==> src/rtl/core/sacn_dfr_pkg.sv <==
// Package for the sACN DMX packet deframer.
// Holds datagram offsets, the packet identifier table and the word types.
// No dependencies.
`default_nettype none

package sacn_dfr_pkg;

  localparam int unsigned MAX_SLOTS_DEF    = 512;
  localparam int unsigned MAX_DATAGRAM_DEF = 1024;

  localparam int unsigned ID_START       = 4;
  localparam int unsigned ID_LEN         = 12;
  localparam int unsigned POS_UNI_HI     = 113;
  localparam int unsigned POS_UNI_LO     = 114;
  localparam int unsigned POS_CNT_HI     = 123;
  localparam int unsigned POS_CNT_LO     = 124;
  localparam int unsigned POS_START_CODE = 125;
  localparam int unsigned POS_FIRST_SLOT = 126;

  typedef struct packed {
    logic [7:0] data_byte;
    logic       last_byte;
  } in_word_t;

  typedef struct packed {
    logic        write_valid;
    logic [15:0] universe_id;
    logic [8:0]  slot_index;
    logic [7:0]  slot_value;
    logic        packet_done;
    logic        packet_accepted;
    logic [31:0] accepted_count;
  } res_word_t;

  // Expected identifier "ASC-E1.17" followed by three zero bytes.
  function automatic logic [7:0] ident_byte(input logic [3:0] idx);
    logic [7:0] val;
    case (idx)
      4'd0:    val = 8'h41;
      4'd1:    val = 8'h53;
      4'd2:    val = 8'h43;
      4'd3:    val = 8'h2D;
      4'd4:    val = 8'h45;
      4'd5:    val = 8'h31;
      4'd6:    val = 8'h2E;
      4'd7:    val = 8'h31;
      4'd8:    val = 8'h37;
      default: val = 8'h00;
    endcase
    return val;
  endfunction

endpackage

`default_nettype wire

==> src/rtl/core/sacn_dfr_in_if.sv <==
// Input channel of the sACN DMX packet deframer: one datagram byte per word.
// Handshake is valid/ready; no dependencies.
`default_nettype none

interface sacn_dfr_in_if;
  logic       valid;
  logic       ready;
  logic [7:0] data_byte;
  logic       last_byte;

  modport source (output valid, output data_byte, output last_byte, input ready);
  modport sink   (input valid, input data_byte, input last_byte, output ready);
endinterface

`default_nettype wire

==> src/rtl/core/sacn_dfr_out_if.sv <==
// Result channel of the sACN DMX packet deframer: slot writes and packet status.
// Handshake is valid/ready; no dependencies.
`default_nettype none

interface sacn_dfr_out_if;
  logic        valid;
  logic        ready;
  logic        write_valid;
  logic [15:0] universe_id;
  logic [8:0]  slot_index;
  logic [7:0]  slot_value;
  logic        packet_done;
  logic        packet_accepted;
  logic [31:0] accepted_count;

  modport source (output valid, output write_valid, output universe_id, output slot_index,
                  output slot_value, output packet_done, output packet_accepted,
                  output accepted_count, input ready);
  modport sink   (input valid, input write_valid, input universe_id, input slot_index,
                  input slot_value, input packet_done, input packet_accepted,
                  input accepted_count, output ready);
endinterface

`default_nettype wire

==> src/rtl/core/sacn_dfr_parse.sv <==
// Datagram parser: byte position tracking, header checks, latches and slot writes.
// Depends on sacn_dfr_pkg.
`default_nettype none

module sacn_dfr_parse #(
  parameter int unsigned MAX_SLOTS    = sacn_dfr_pkg::MAX_SLOTS_DEF,
  parameter int unsigned MAX_DATAGRAM = sacn_dfr_pkg::MAX_DATAGRAM_DEF
) (
  input  wire logic                   clk,
  input  wire logic                   rst_n,
  input  wire logic                   fire,
  input  wire sacn_dfr_pkg::in_word_t word,
  output sacn_dfr_pkg::res_word_t     res,
  output logic                        res_hit
);
  import sacn_dfr_pkg::*;

  localparam int unsigned POS_W = $clog2(MAX_DATAGRAM + 1);
  localparam int unsigned LIM_W = $clog2(MAX_SLOTS + 1);

  logic [POS_W-1:0] pos_r, pos_nxt;
  logic             hg_r, hg_nxt;
  logic [15:0]      uni_r, uni_nxt;
  logic [7:0]       cnt_hi_r, cnt_hi_nxt;
  logic [LIM_W-1:0] lim_r, lim_nxt;
  logic [31:0]      pkt_r, pkt_nxt;

  logic             in_window;
  logic [POS_W-1:0] sidx;
  logic [15:0]      cnt;
  logic [15:0]      cnt_m1;
  logic             wr;
  logic             accepted;
  logic [7:0]       b;

  always_comb begin
    b          = word.data_byte;
    pos_nxt    = pos_r;
    hg_nxt     = hg_r;
    uni_nxt    = uni_r;
    cnt_hi_nxt = cnt_hi_r;
    lim_nxt    = lim_r;
    pkt_nxt    = pkt_r;
    wr         = 1'b0;
    accepted   = 1'b0;
    in_window  = pos_r < POS_W'(MAX_DATAGRAM);
    sidx       = pos_r - POS_W'(POS_FIRST_SLOT);
    cnt        = {cnt_hi_r, b};
    cnt_m1     = cnt - 16'd1;

    if (in_window) begin
      if (pos_r >= POS_W'(ID_START) && pos_r < POS_W'(ID_START + ID_LEN)) begin
        if (b != ident_byte(pos_r[3:0] - 4'(ID_START))) begin
          hg_nxt = 1'b0;
        end
      end else if (pos_r == POS_W'(POS_UNI_HI)) begin
        uni_nxt = {b, uni_r[7:0]};
      end else if (pos_r == POS_W'(POS_UNI_LO)) begin
        uni_nxt = {uni_r[15:8], b};
      end else if (pos_r == POS_W'(POS_CNT_HI)) begin
        cnt_hi_nxt = b;
      end else if (pos_r == POS_W'(POS_CNT_LO)) begin
        // property count includes the start code; clamp to the slot range
        if (cnt == 16'd0) begin
          lim_nxt = '0;
        end else if (cnt_m1 > 16'(MAX_SLOTS)) begin
          lim_nxt = LIM_W'(MAX_SLOTS);
        end else begin
          lim_nxt = cnt_m1[LIM_W-1:0];
        end
      end else if (pos_r == POS_W'(POS_START_CODE)) begin
        if (b != 8'h00) begin
          hg_nxt = 1'b0;
        end
      end else if (pos_r >= POS_W'(POS_FIRST_SLOT)) begin
        wr = hg_r && (sidx < POS_W'(lim_r));
      end
      pos_nxt = pos_r + POS_W'(1);
    end

    if (word.last_byte) begin
      // past the window the packet is surely long enough
      accepted = hg_nxt && (!in_window || pos_r >= POS_W'(POS_START_CODE));
      if (accepted) begin
        pkt_nxt = pkt_r + 32'd1;
      end
      pos_nxt = '0;
      hg_nxt  = 1'b1;
    end

    res_hit             = wr || word.last_byte;
    res.write_valid     = wr;
    res.universe_id     = uni_nxt;
    res.slot_index      = wr ? sidx[8:0] : 9'd0;
    res.slot_value      = wr ? b : 8'd0;
    res.packet_done     = word.last_byte;
    res.packet_accepted = accepted;
    res.accepted_count  = pkt_nxt;
  end

  always_ff @(posedge clk) begin
    if (!rst_n) begin
      pos_r    <= '0;
      hg_r     <= 1'b1;
      uni_r    <= '0;
      cnt_hi_r <= '0;
      lim_r    <= '0;
      pkt_r    <= '0;
    end else if (fire) begin
      pos_r    <= pos_nxt;
      hg_r     <= hg_nxt;
      uni_r    <= uni_nxt;
      cnt_hi_r <= cnt_hi_nxt;
      lim_r    <= lim_nxt;
      pkt_r    <= pkt_nxt;
    end
  end

endmodule

`default_nettype wire

==> src/rtl/core/sacn_dmx_packet_deframer_top.sv <==
// sACN DMX packet deframer: one datagram byte per word in, slot writes and status out.
// Path: each word passes the input register, then the parser into the result register.
// Throughput: one byte per cycle unless the output stalls, set by the single-pass parser.
// Bytes that cause no result are dropped in the parser stage without a bubble.
// Reset (rst_n low, synchronous) empties both stages and returns position, header flag,
// latches and the accepted-packet counter to their initial values.
`default_nettype none

module sacn_dmx_packet_deframer_top #(
  parameter int unsigned MAX_SLOTS    = sacn_dfr_pkg::MAX_SLOTS_DEF,
  parameter int unsigned MAX_DATAGRAM = sacn_dfr_pkg::MAX_DATAGRAM_DEF
) (
  input  wire logic      clk,
  input  wire logic      rst_n,
  sacn_dfr_in_if.sink    in_ch,
  sacn_dfr_out_if.source out_ch
);
  import sacn_dfr_pkg::*;

  logic      s1_valid_r;
  in_word_t  s1_word_r;
  logic      out_valid_r;
  res_word_t out_res_r;

  logic      adv_out;
  logic      s1_fire;
  res_word_t res;
  logic      res_hit;

  assign adv_out     = !out_valid_r || out_ch.ready;
  assign s1_fire     = s1_valid_r && adv_out;
  assign in_ch.ready = !s1_valid_r || adv_out;

  sacn_dfr_parse #(
    .MAX_SLOTS    (MAX_SLOTS),
    .MAX_DATAGRAM (MAX_DATAGRAM)
  ) u_parse (
    .clk     (clk),
    .rst_n   (rst_n),
    .fire    (s1_fire),
    .word    (s1_word_r),
    .res     (res),
    .res_hit (res_hit)
  );

  always_ff @(posedge clk) begin
    if (!rst_n) begin
      s1_valid_r  <= 1'b0;
      out_valid_r <= 1'b0;
    end else begin
      if (in_ch.ready) begin
        s1_valid_r <= in_ch.valid;
      end
      if (adv_out) begin
        out_valid_r <= s1_fire && res_hit;
      end
    end
  end

  always_ff @(posedge clk) begin
    if (in_ch.valid && in_ch.ready) begin
      s1_word_r.data_byte <= in_ch.data_byte;
      s1_word_r.last_byte <= in_ch.last_byte;
    end
    if (s1_fire && res_hit) begin
      out_res_r <= res;
    end
  end

  assign out_ch.valid           = out_valid_r;
  assign out_ch.write_valid     = out_res_r.write_valid;
  assign out_ch.universe_id     = out_res_r.universe_id;
  assign out_ch.slot_index      = out_res_r.slot_index;
  assign out_ch.slot_value      = out_res_r.slot_value;
  assign out_ch.packet_done     = out_res_r.packet_done;
  assign out_ch.packet_accepted = out_res_r.packet_accepted;
  assign out_ch.accepted_count  = out_res_r.accepted_count;

endmodule

`default_nettype wire
==> src/flat_wrapper.sv <==
// flat-port wrapper written by rule: the top's interface ports become plain ports
module sacn_dmx_packet_deframer_top_flat import sacn_dfr_pkg::*;
#(
  parameter int unsigned MAX_SLOTS    = sacn_dfr_pkg::MAX_SLOTS_DEF,
  parameter int unsigned MAX_DATAGRAM = sacn_dfr_pkg::MAX_DATAGRAM_DEF
)
  (clk, rst_n, in_ch_valid, in_ch_data_byte, in_ch_last_byte, in_ch_ready, out_ch_valid, out_ch_write_valid, out_ch_universe_id, out_ch_slot_index, out_ch_slot_value, out_ch_packet_done, out_ch_packet_accepted, out_ch_accepted_count, out_ch_ready);
  sacn_dfr_in_if in_ch_i ();
  sacn_dfr_out_if out_ch_i ();
  input  wire logic clk;
  input  wire logic rst_n;
  input wire logic [$bits(in_ch_i.valid)-1:0] in_ch_valid;
  input wire logic [$bits(in_ch_i.data_byte)-1:0] in_ch_data_byte;
  input wire logic [$bits(in_ch_i.last_byte)-1:0] in_ch_last_byte;
  output wire logic [$bits(in_ch_i.ready)-1:0] in_ch_ready;
  output wire logic [$bits(out_ch_i.valid)-1:0] out_ch_valid;
  output wire logic [$bits(out_ch_i.write_valid)-1:0] out_ch_write_valid;
  output wire logic [$bits(out_ch_i.universe_id)-1:0] out_ch_universe_id;
  output wire logic [$bits(out_ch_i.slot_index)-1:0] out_ch_slot_index;
  output wire logic [$bits(out_ch_i.slot_value)-1:0] out_ch_slot_value;
  output wire logic [$bits(out_ch_i.packet_done)-1:0] out_ch_packet_done;
  output wire logic [$bits(out_ch_i.packet_accepted)-1:0] out_ch_packet_accepted;
  output wire logic [$bits(out_ch_i.accepted_count)-1:0] out_ch_accepted_count;
  input wire logic [$bits(out_ch_i.ready)-1:0] out_ch_ready;
  assign in_ch_i.valid = in_ch_valid;
  assign in_ch_i.data_byte = in_ch_data_byte;
  assign in_ch_i.last_byte = in_ch_last_byte;
  assign in_ch_ready = in_ch_i.ready;
  assign out_ch_valid = out_ch_i.valid;
  assign out_ch_write_valid = out_ch_i.write_valid;
  assign out_ch_universe_id = out_ch_i.universe_id;
  assign out_ch_slot_index = out_ch_i.slot_index;
  assign out_ch_slot_value = out_ch_i.slot_value;
  assign out_ch_packet_done = out_ch_i.packet_done;
  assign out_ch_packet_accepted = out_ch_i.packet_accepted;
  assign out_ch_accepted_count = out_ch_i.accepted_count;
  assign out_ch_i.ready = out_ch_ready;
  sacn_dmx_packet_deframer_top #(.MAX_SLOTS(MAX_SLOTS), .MAX_DATAGRAM(MAX_DATAGRAM)) u_core (.clk(clk), .rst_n(rst_n), .in_ch(in_ch_i), .out_ch(out_ch_i));
endmodule
==> config.mk <==
export PLATFORM = sky130hd
export DESIGN_NAME = sacn_dmx_packet_deframer_top_flat
export DESIGN_NICKNAME = d
export VERILOG_FILES = /design/src/rtl/core/sacn_dfr_pkg.sv /design/src/rtl/core/sacn_dfr_in_if.sv /design/src/rtl/core/sacn_dfr_out_if.sv /design/src/rtl/core/sacn_dfr_parse.sv /design/src/rtl/core/sacn_dmx_packet_deframer_top.sv /design/src/flat_wrapper.sv
export SDC_FILE = /design/constraint.sdc
export NUM_CORES = 1
export LEC_CHECK = 0
export BUFFER_PORTS_ARGS = -buffer_cell sky130_fd_sc_hd__buf_4
export CAP_MARGIN = 20
export CORE_ASPECT_RATIO = 0.75
export CORE_MARGIN = 5
export CORE_UTILIZATION = 50
export CTS_CLUSTER_DIAMETER = 40
export DETAILED_ROUTE_END_ITERATION = 16
export GPL_ROUTABILITY_DRIVEN = 0
export GPL_TIMING_DRIVEN = 0
export PLACE_DENSITY = 0.66
export SYNTH_ARGS = -nofsm -noshare
export SYNTH_HDL_FRONTEND = slang
export SYNTH_SLANG_ARGS = --single-unit
==> constraint.sdc <==
create_clock -name clk -period 8.8 [get_ports clk]
set_input_delay 1.76 -clock clk [delete_from_list [all_inputs] [get_ports clk]]
set_output_delay 1.76 -clock clk [all_outputs]
set_load 0.02 [all_outputs]
==> metrics.cfg, run 1 <==
[detailed_routing]
route.layer.met1.wl_mm=9.51
met2_wirelength_mm=8.54
viasPerCell=5.79
drtIter0Drc=654
drt-pass1-iter-count=6
wl_per_cell_um=18.0
top_layer=met4
met3_length_mm=1.80
vias=6453
drc_errors=0
wl_mm=20.0
postRouteAntennaNets=0

[layout]
mostFrequentLayoutCells=82 x buf_4, 80 x dfxtp_1, 77 x edfxtp_1
multi_input_area_um2=3600
diodes=0
area.growth.synth_to_final_pct=19.5
drive_above_1_share_pct=15.7
final_common_cell=buf_4
fin_nets=933
fill_cells=1292
seq_area_um2=3910

[critical_path]
endpoint_kind=flop
required_ps=8930
cp_max_fo=31
critPathMostFrequentCell=ha_1
slowest_stage=a21oi_4
arrival_ps=4540
crit_chain=ha_1 -> nand4_1 -> xnor2_1 -> ha_1 -> and3_1 -> a221oi_1 -> a21oi_1 -> or4_1 -> clkbuf_1 -> a21oi_4 -> buf_12
r2r.worst_path.cells=11
critPathMaxStageDelay_ps=830
start_kind=flop
critical_path_class=reg2reg

[floorplanning]
dieArea_um2=18300
die_w_um=155
num_rows=39
initial_core_util_pct=51.1
die_h_um=118
ioPinCount=83
core_um2=15300

[global_routing]
antenna_found_initial=0
overflow=0
grt_util_all_layers_pct=21.9
grt_first_pass_wirelength_mm=32.0
grt_pass1_vias=6006
grt_start_max_net_pins=32

[yosys]
yosysUniqueCellTypes=55
ys_seq_area_share_pct=50.0
syn_area_per_cell_um2=9.88
synth_enable_flop_cells=77
syn_nets=830
netlist_area_um2=7830
synthArstFlopShare_pct=0
synth_warnings=0
synthCells=793
synthFlopType=dfxtp_1
ys_ff_latch=157

[clocking]
root_buffer=clkbuf_16
cts_setup_buffers=0
clock_latency_ps=430
htreeDepth=4
cts_buffers=17
cts_tree=yes
holdBufCountCts=0
cts.clk_slew.worst_paths_ps=70
post_cts_resized=0
numClockSinks=157
clock_path_buffers=2

[power_and_ir_drop]
ir_worst_vdd_uv=122
power_density_nw_per_um2=169
p_total_w=0.00158
leakage_nw=3.55

[sta]
max_slew_margin_pct=37.3
max_slew.worst_pin.slew_ps=931
period_minus_slack_ps=4420
fin_ws_ps=4380
fmax_ghz=0.226
report.final.setup_viol=0
fin_skew_ps=12.7
rsz0062_at_grt=no
finalSetupTns_ps=0
min_period_over_period_pct=50.2
finalHoldViolCount=0
maxSlewViolCount=0

[flow_run]
maxCapViolations=0

[placement]
place_ws_ps=4460
dp_hpwl_mm=14.4
portBuffers=82

[hold_path]
hold_path_depth=2
hp-class=reg2reg

[run_status]
status=finished, final reports clean

==> worst max-delay path, delay by kind of cell (launching register included) <==
family	cells	cell delay, ps
and+or+nand+nor	3	760
AOI/OAI and AO/OA	3	1260
xor gates and xnor gates	1	250
DFF	1	530
buffers and inverters	2	590
adders and majority gates	2	720
==> state kept, by name (all words and copies together) (netlist names), 8 cells and up <==
register and flops:
u_core.out_ch.universe_id 16, u_core.s1_word_r 9, u_core.u_parse.lim_r 10, u_core.u_parse.uni_r 16, u_core.u_parse.pos_r 11, u_core.out_ch.accepted_count 32
u_core.out_ch.slot_index 9, u_core.u_parse.cnt_hi_r 8, u_core.out_ch.slot_value 8, u_core.u_parse.pkt_r 32
==> cell type report <==
type,count,area share [%]
flip-flops and latches,157,41.8
well taps,205,2.74
multi-input cells,557,38.5
clock buffers,19,4.73
repair buffers,84,7.09
plain buffers,50,2.33
inverters,29,1.16
clock inverters,13,1.62
==> through the flow <==
step                      util [%]  instance area (um2)  std cells  hold slack (ps)
after global routing          61.1                 9360       1114              477
after CTS                     61.1                 9360       1114              467
final                         61.1                 9360       1114              461
after floorplan                  -                 7830        793              420
after global placement        56.8                 8710       1080              447
after detailed placement      57.2                 8760       1082              453
==> cell usage after synthesis (11+ instances only) <==
master    instances  area [um2]
nor4_1           18         113
xnor2_1          21         184
nor3_1           31         155
o31ai_1          25         188
nand4_1          12        75.1
clkbuf_1         40         150
or4_1            29         218
edfxtp_1         77        2310
a21oi_1          53         265
o21ai_0          43         215
and2_1           12        75.1
inv_1            29         109
nor2_1           62         233
mux2i_1          23         230
dfxtp_1          80        1600
xor2_1           36         315
mux2_2           11         124
nand3_1          26         130
nand2_1          57         214
ha_1             24         300
==> metal layers <==
metal | vias up | global-route usage (%)
li1 | 3087 | -
met1 | 3084 | 33.0
met2 | 266 | 31.2
met5 | - | 0
met4 | 0 | 4.91
met3 | 16 | 6.32
==> power by group <==
group	total (W)	internal [W]	leakage, nW	switching (W)
sequential	0.000772	0.000769	1.49	0.00000377
clock	0.000747	0.000432	0.284	0.000315
combinational	0.0000636	0.0000200	1.77	0.0000436
==> cell families after synthesis <==
family / count (synthesis) / share of synthesized area (%)
DFF: 157 / 50.0
muxes: 34 / 4.52
AOI/OAI and AO/OA: 147 / 11.3
buffers and inverters: 79 / 4.17
adders and majority gates: 24 / 3.83
and+or+nand+nor: 295 / 19.9
xor gates and xnor gates: 57 / 6.37
==> final timing paths <==
path | from | to | slack [ps]
max reg2reg | u_core.u_parse.pos_r[3]$_SDFFE_PN0P_ | u_core.out_ch.universe_id[12]$_DFFE_PP_ | 4380
min | u_core.u_parse.lim_r[0]$_SDFFE_PN0P_ | u_core.u_parse.lim_r[0]$_SDFFE_PN0P_ | 460
max | u_core.u_parse.pos_r[3]$_SDFFE_PN0P_ | u_core.out_ch.universe_id[12]$_DFFE_PP_ | 4380
min reg2reg | u_core.u_parse.lim_r[0]$_SDFFE_PN0P_ | u_core.u_parse.lim_r[0]$_SDFFE_PN0P_ | 460
(Power assumes the default switching activity.)
==> inputs of run 2 (changes only) <==
PLACE_DENSITY = 0.68   (was 0.66)
clock period = 3.82 ns   (was 8.8 ns; I/O delays follow)
==> run 2 against run 1 <==
  * Hold slack improved by 6.5 ps
  * Die area unchanged
  * Sequential cell count unchanged
  * Worst setup slack got worse by 4300 ps
  * Global-route usage increased by 0.65 points
  * First-iteration DRC count increased by 19%
  * Sequential share of layout area decreased by 0.44 points
  * Maximum frequency increased by 18%
  * Clock skew decreased by 2.2 ps
  * Highest routed layer unchanged
  * Register-to-register slack got worse by 4300 ps
  * Sequential power increased by 130%
  * Largest cell class unchanged
  * Routed wire length increased by 3.7%
==> metrics.cfg, run 2 (synthesis gave the netlist of run 1 again) <==
[critical_path]
critical_path_class=reg2reg
slowest_stage=or4_1
critical_path_buf_inv_count=3  ; +1
start_kind=flop
endpoint_kind=flop
crit_chain=ha_4 -> nand4_1 -> xnor2_2 -> ha_1 -> and3_1 -> a221oi_1 -> a21oi_1 -> or4_1 -> clkbuf_8 -> a21oi_4 -> buf_12 -> buf_12
reg2reg_slack_ps=90  ; -4290 ps
critPathMaxStageDelay_ps=530  ; -300 ps
arrival_ps=3860  ; -680 ps
critPathMostFrequentCell=buf_12
cp_top_family=simple AND/OR/NAND/NOR gates
required_ps=3960  ; -4970 ps
cp_max_fo=33  ; +6.5%

[layout]
diodes=0  ; unchanged
final_util_pct=61.9  ; +0.79 points
final_common_cell=buf_4
final_cell_area_um2=9480  ; +1.3%
mostFrequentLayoutCells=87 x buf_4, 77 x edfxtp_1, 77 x dfxtp_1
area.growth.synth_to_final_pct=21.0
drive_above_1_share_pct=18.4  ; +2.6 points
fin_nets=938  ; +0.54%

[global_routing]
grt_start_max_net_pins=34  ; +6.3%
overflow=0  ; unchanged
grt_first_pass_wirelength_mm=33.2  ; +3.7%
grt_pass1_vias=6298  ; +4.9%
grt_util_all_layers_pct=22.5  ; +0.65 points
antenna_found_initial=0  ; unchanged

[sta]
max_slew.worst_pin.slew_ps=926  ; -5.08 ps
min_period_over_period_pct=97.6  ; +47 points
report.final.setup_viol=0  ; unchanged
finalHoldViolCount=0  ; unchanged
fmax_ghz=0.268  ; +18%
max_slew_margin_pct=38.0  ; +0.68 points
maxSlewViolCount=0  ; unchanged
fin_skew_ps=10.5  ; -2.17 ps
period_minus_slack_ps=3730  ; -689 ps
holdWs_ps=468  ; +6.47 ps
finalSetupTns_ps=0  ; unchanged

[floorplanning]
die_w_um=155  ; unchanged
num_rows=39  ; unchanged
ioPinCount=83  ; unchanged
die_h_um=118  ; unchanged
dieArea_um2=18300  ; unchanged
core_um2=15300  ; unchanged
initial_core_util_pct=51.1  ; unchanged

[power_and_ir_drop]
leakage_nw=3.62  ; +2.1%
p_total_w=0.00363  ; +130%
power_density_nw_per_um2=383  ; +130%
ir_worst_vdd_uv=313  ; +160%

[clocking]
cts_tree=yes
cts_buffers=17  ; unchanged
holdBufCountCts=0  ; unchanged
clock_latency_ps=440  ; about the same
root_buffer=clkbuf_16
cts.clk_slew.worst_paths_ps=60  ; about the same
htreeDepth=4  ; unchanged
clock_path_buffers=2  ; unchanged
numClockSinks=157  ; unchanged

[run_status]
status=finished, final reports clean

[placement]
portBuffers=82  ; unchanged
place_area_um2=8820  ; +0.66%
dp_hpwl_mm=14.7  ; +2.2%

[detailed_routing]
postRouteAntennaNets=0  ; unchanged
drtIter0Drc=776  ; +19%
drc_errors=0  ; unchanged
vias=6624  ; +2.6%
drt-pass1-iter-count=6  ; unchanged
wl_per_cell_um=18.6  ; +3.3%
viasPerCell=5.92  ; +2.2%
wl_mm=20.8  ; +3.7%

[hold_path]
hp-class=reg2reg

[flow_run]
maxCapViolations=0  ; unchanged

==> run 2: worst paths after layout <==
kind	start	end	cells past startpoint
worst min-delay path	u_core.u_parse.lim_r[6]$_SDFFE_PN0P_	u_core.u_parse.lim_r[6]$_SDFFE_PN0P_	2
worst max-delay path	u_core.u_parse.pos_r[2]$_SDFFE_PN0P_	u_core.out_ch.accepted_count[29]$_DFFE_PP_	12
worst max register to register	u_core.u_parse.pos_r[2]$_SDFFE_PN0P_	u_core.out_ch.accepted_count[29]$_DFFE_PP_	12
worst min register to register	u_core.u_parse.lim_r[6]$_SDFFE_PN0P_	u_core.u_parse.lim_r[6]$_SDFFE_PN0P_	2
==> run 2: what timing repair did <==
action / in CTS / in global routing
pin swaps: 1 / 1
setup endpoints to repair: 102 / 105
resized for setup: 2 / 14
setup buffers: 1 / 4
==> run 2: where the power goes <==
part	switching, W	internal [W]	total (W)
sequential	0.00000995	0.00177	0.00178
clock	0.000718	0.000977	0.00170
combinational	0.000105	0.0000466	0.000152
total	0.000834	0.00279	0.00363
==> run 2: through the flow <==
stage	instances	worst slack (ps)
6_report	1119	93.6
5_1_grt	1119	-10.0
4_1_cts	1115	19.0
3_5_place_dp	1082	-266
3_3_place_gp	1080	-982
2_1_floorplan	793	-66.2
==> run 2: area by class of cell <==
type	count	area (um2)
inverter	29	109
timing repair buffer	89	693
tap	205	256
fill	1297	5840
buffer	50	246
clock buffer	19	433
clock inverter	13	153
sequential	157	3920
multi-input combinational	557	3670
==> run 2: per-layer routing <==
metal,vias to the layer above,wire [um],GRT usage (%)
li1,3100,-,-
met1,3157,9630,33.9
met2,330,8940,32.7
met3,37,1850,4.35
met4,0,359,7.34
met5,-,0,0
==> run 2: worst reg2reg max path: cells and delay by family, from the launching register on <==
kind	cells	cell delay, ps
xor+xnor	1	310
fa+ha+maj	2	510
compound gates	3	650
simple gates	3	900
flops	1	410
buf+inv	3	630
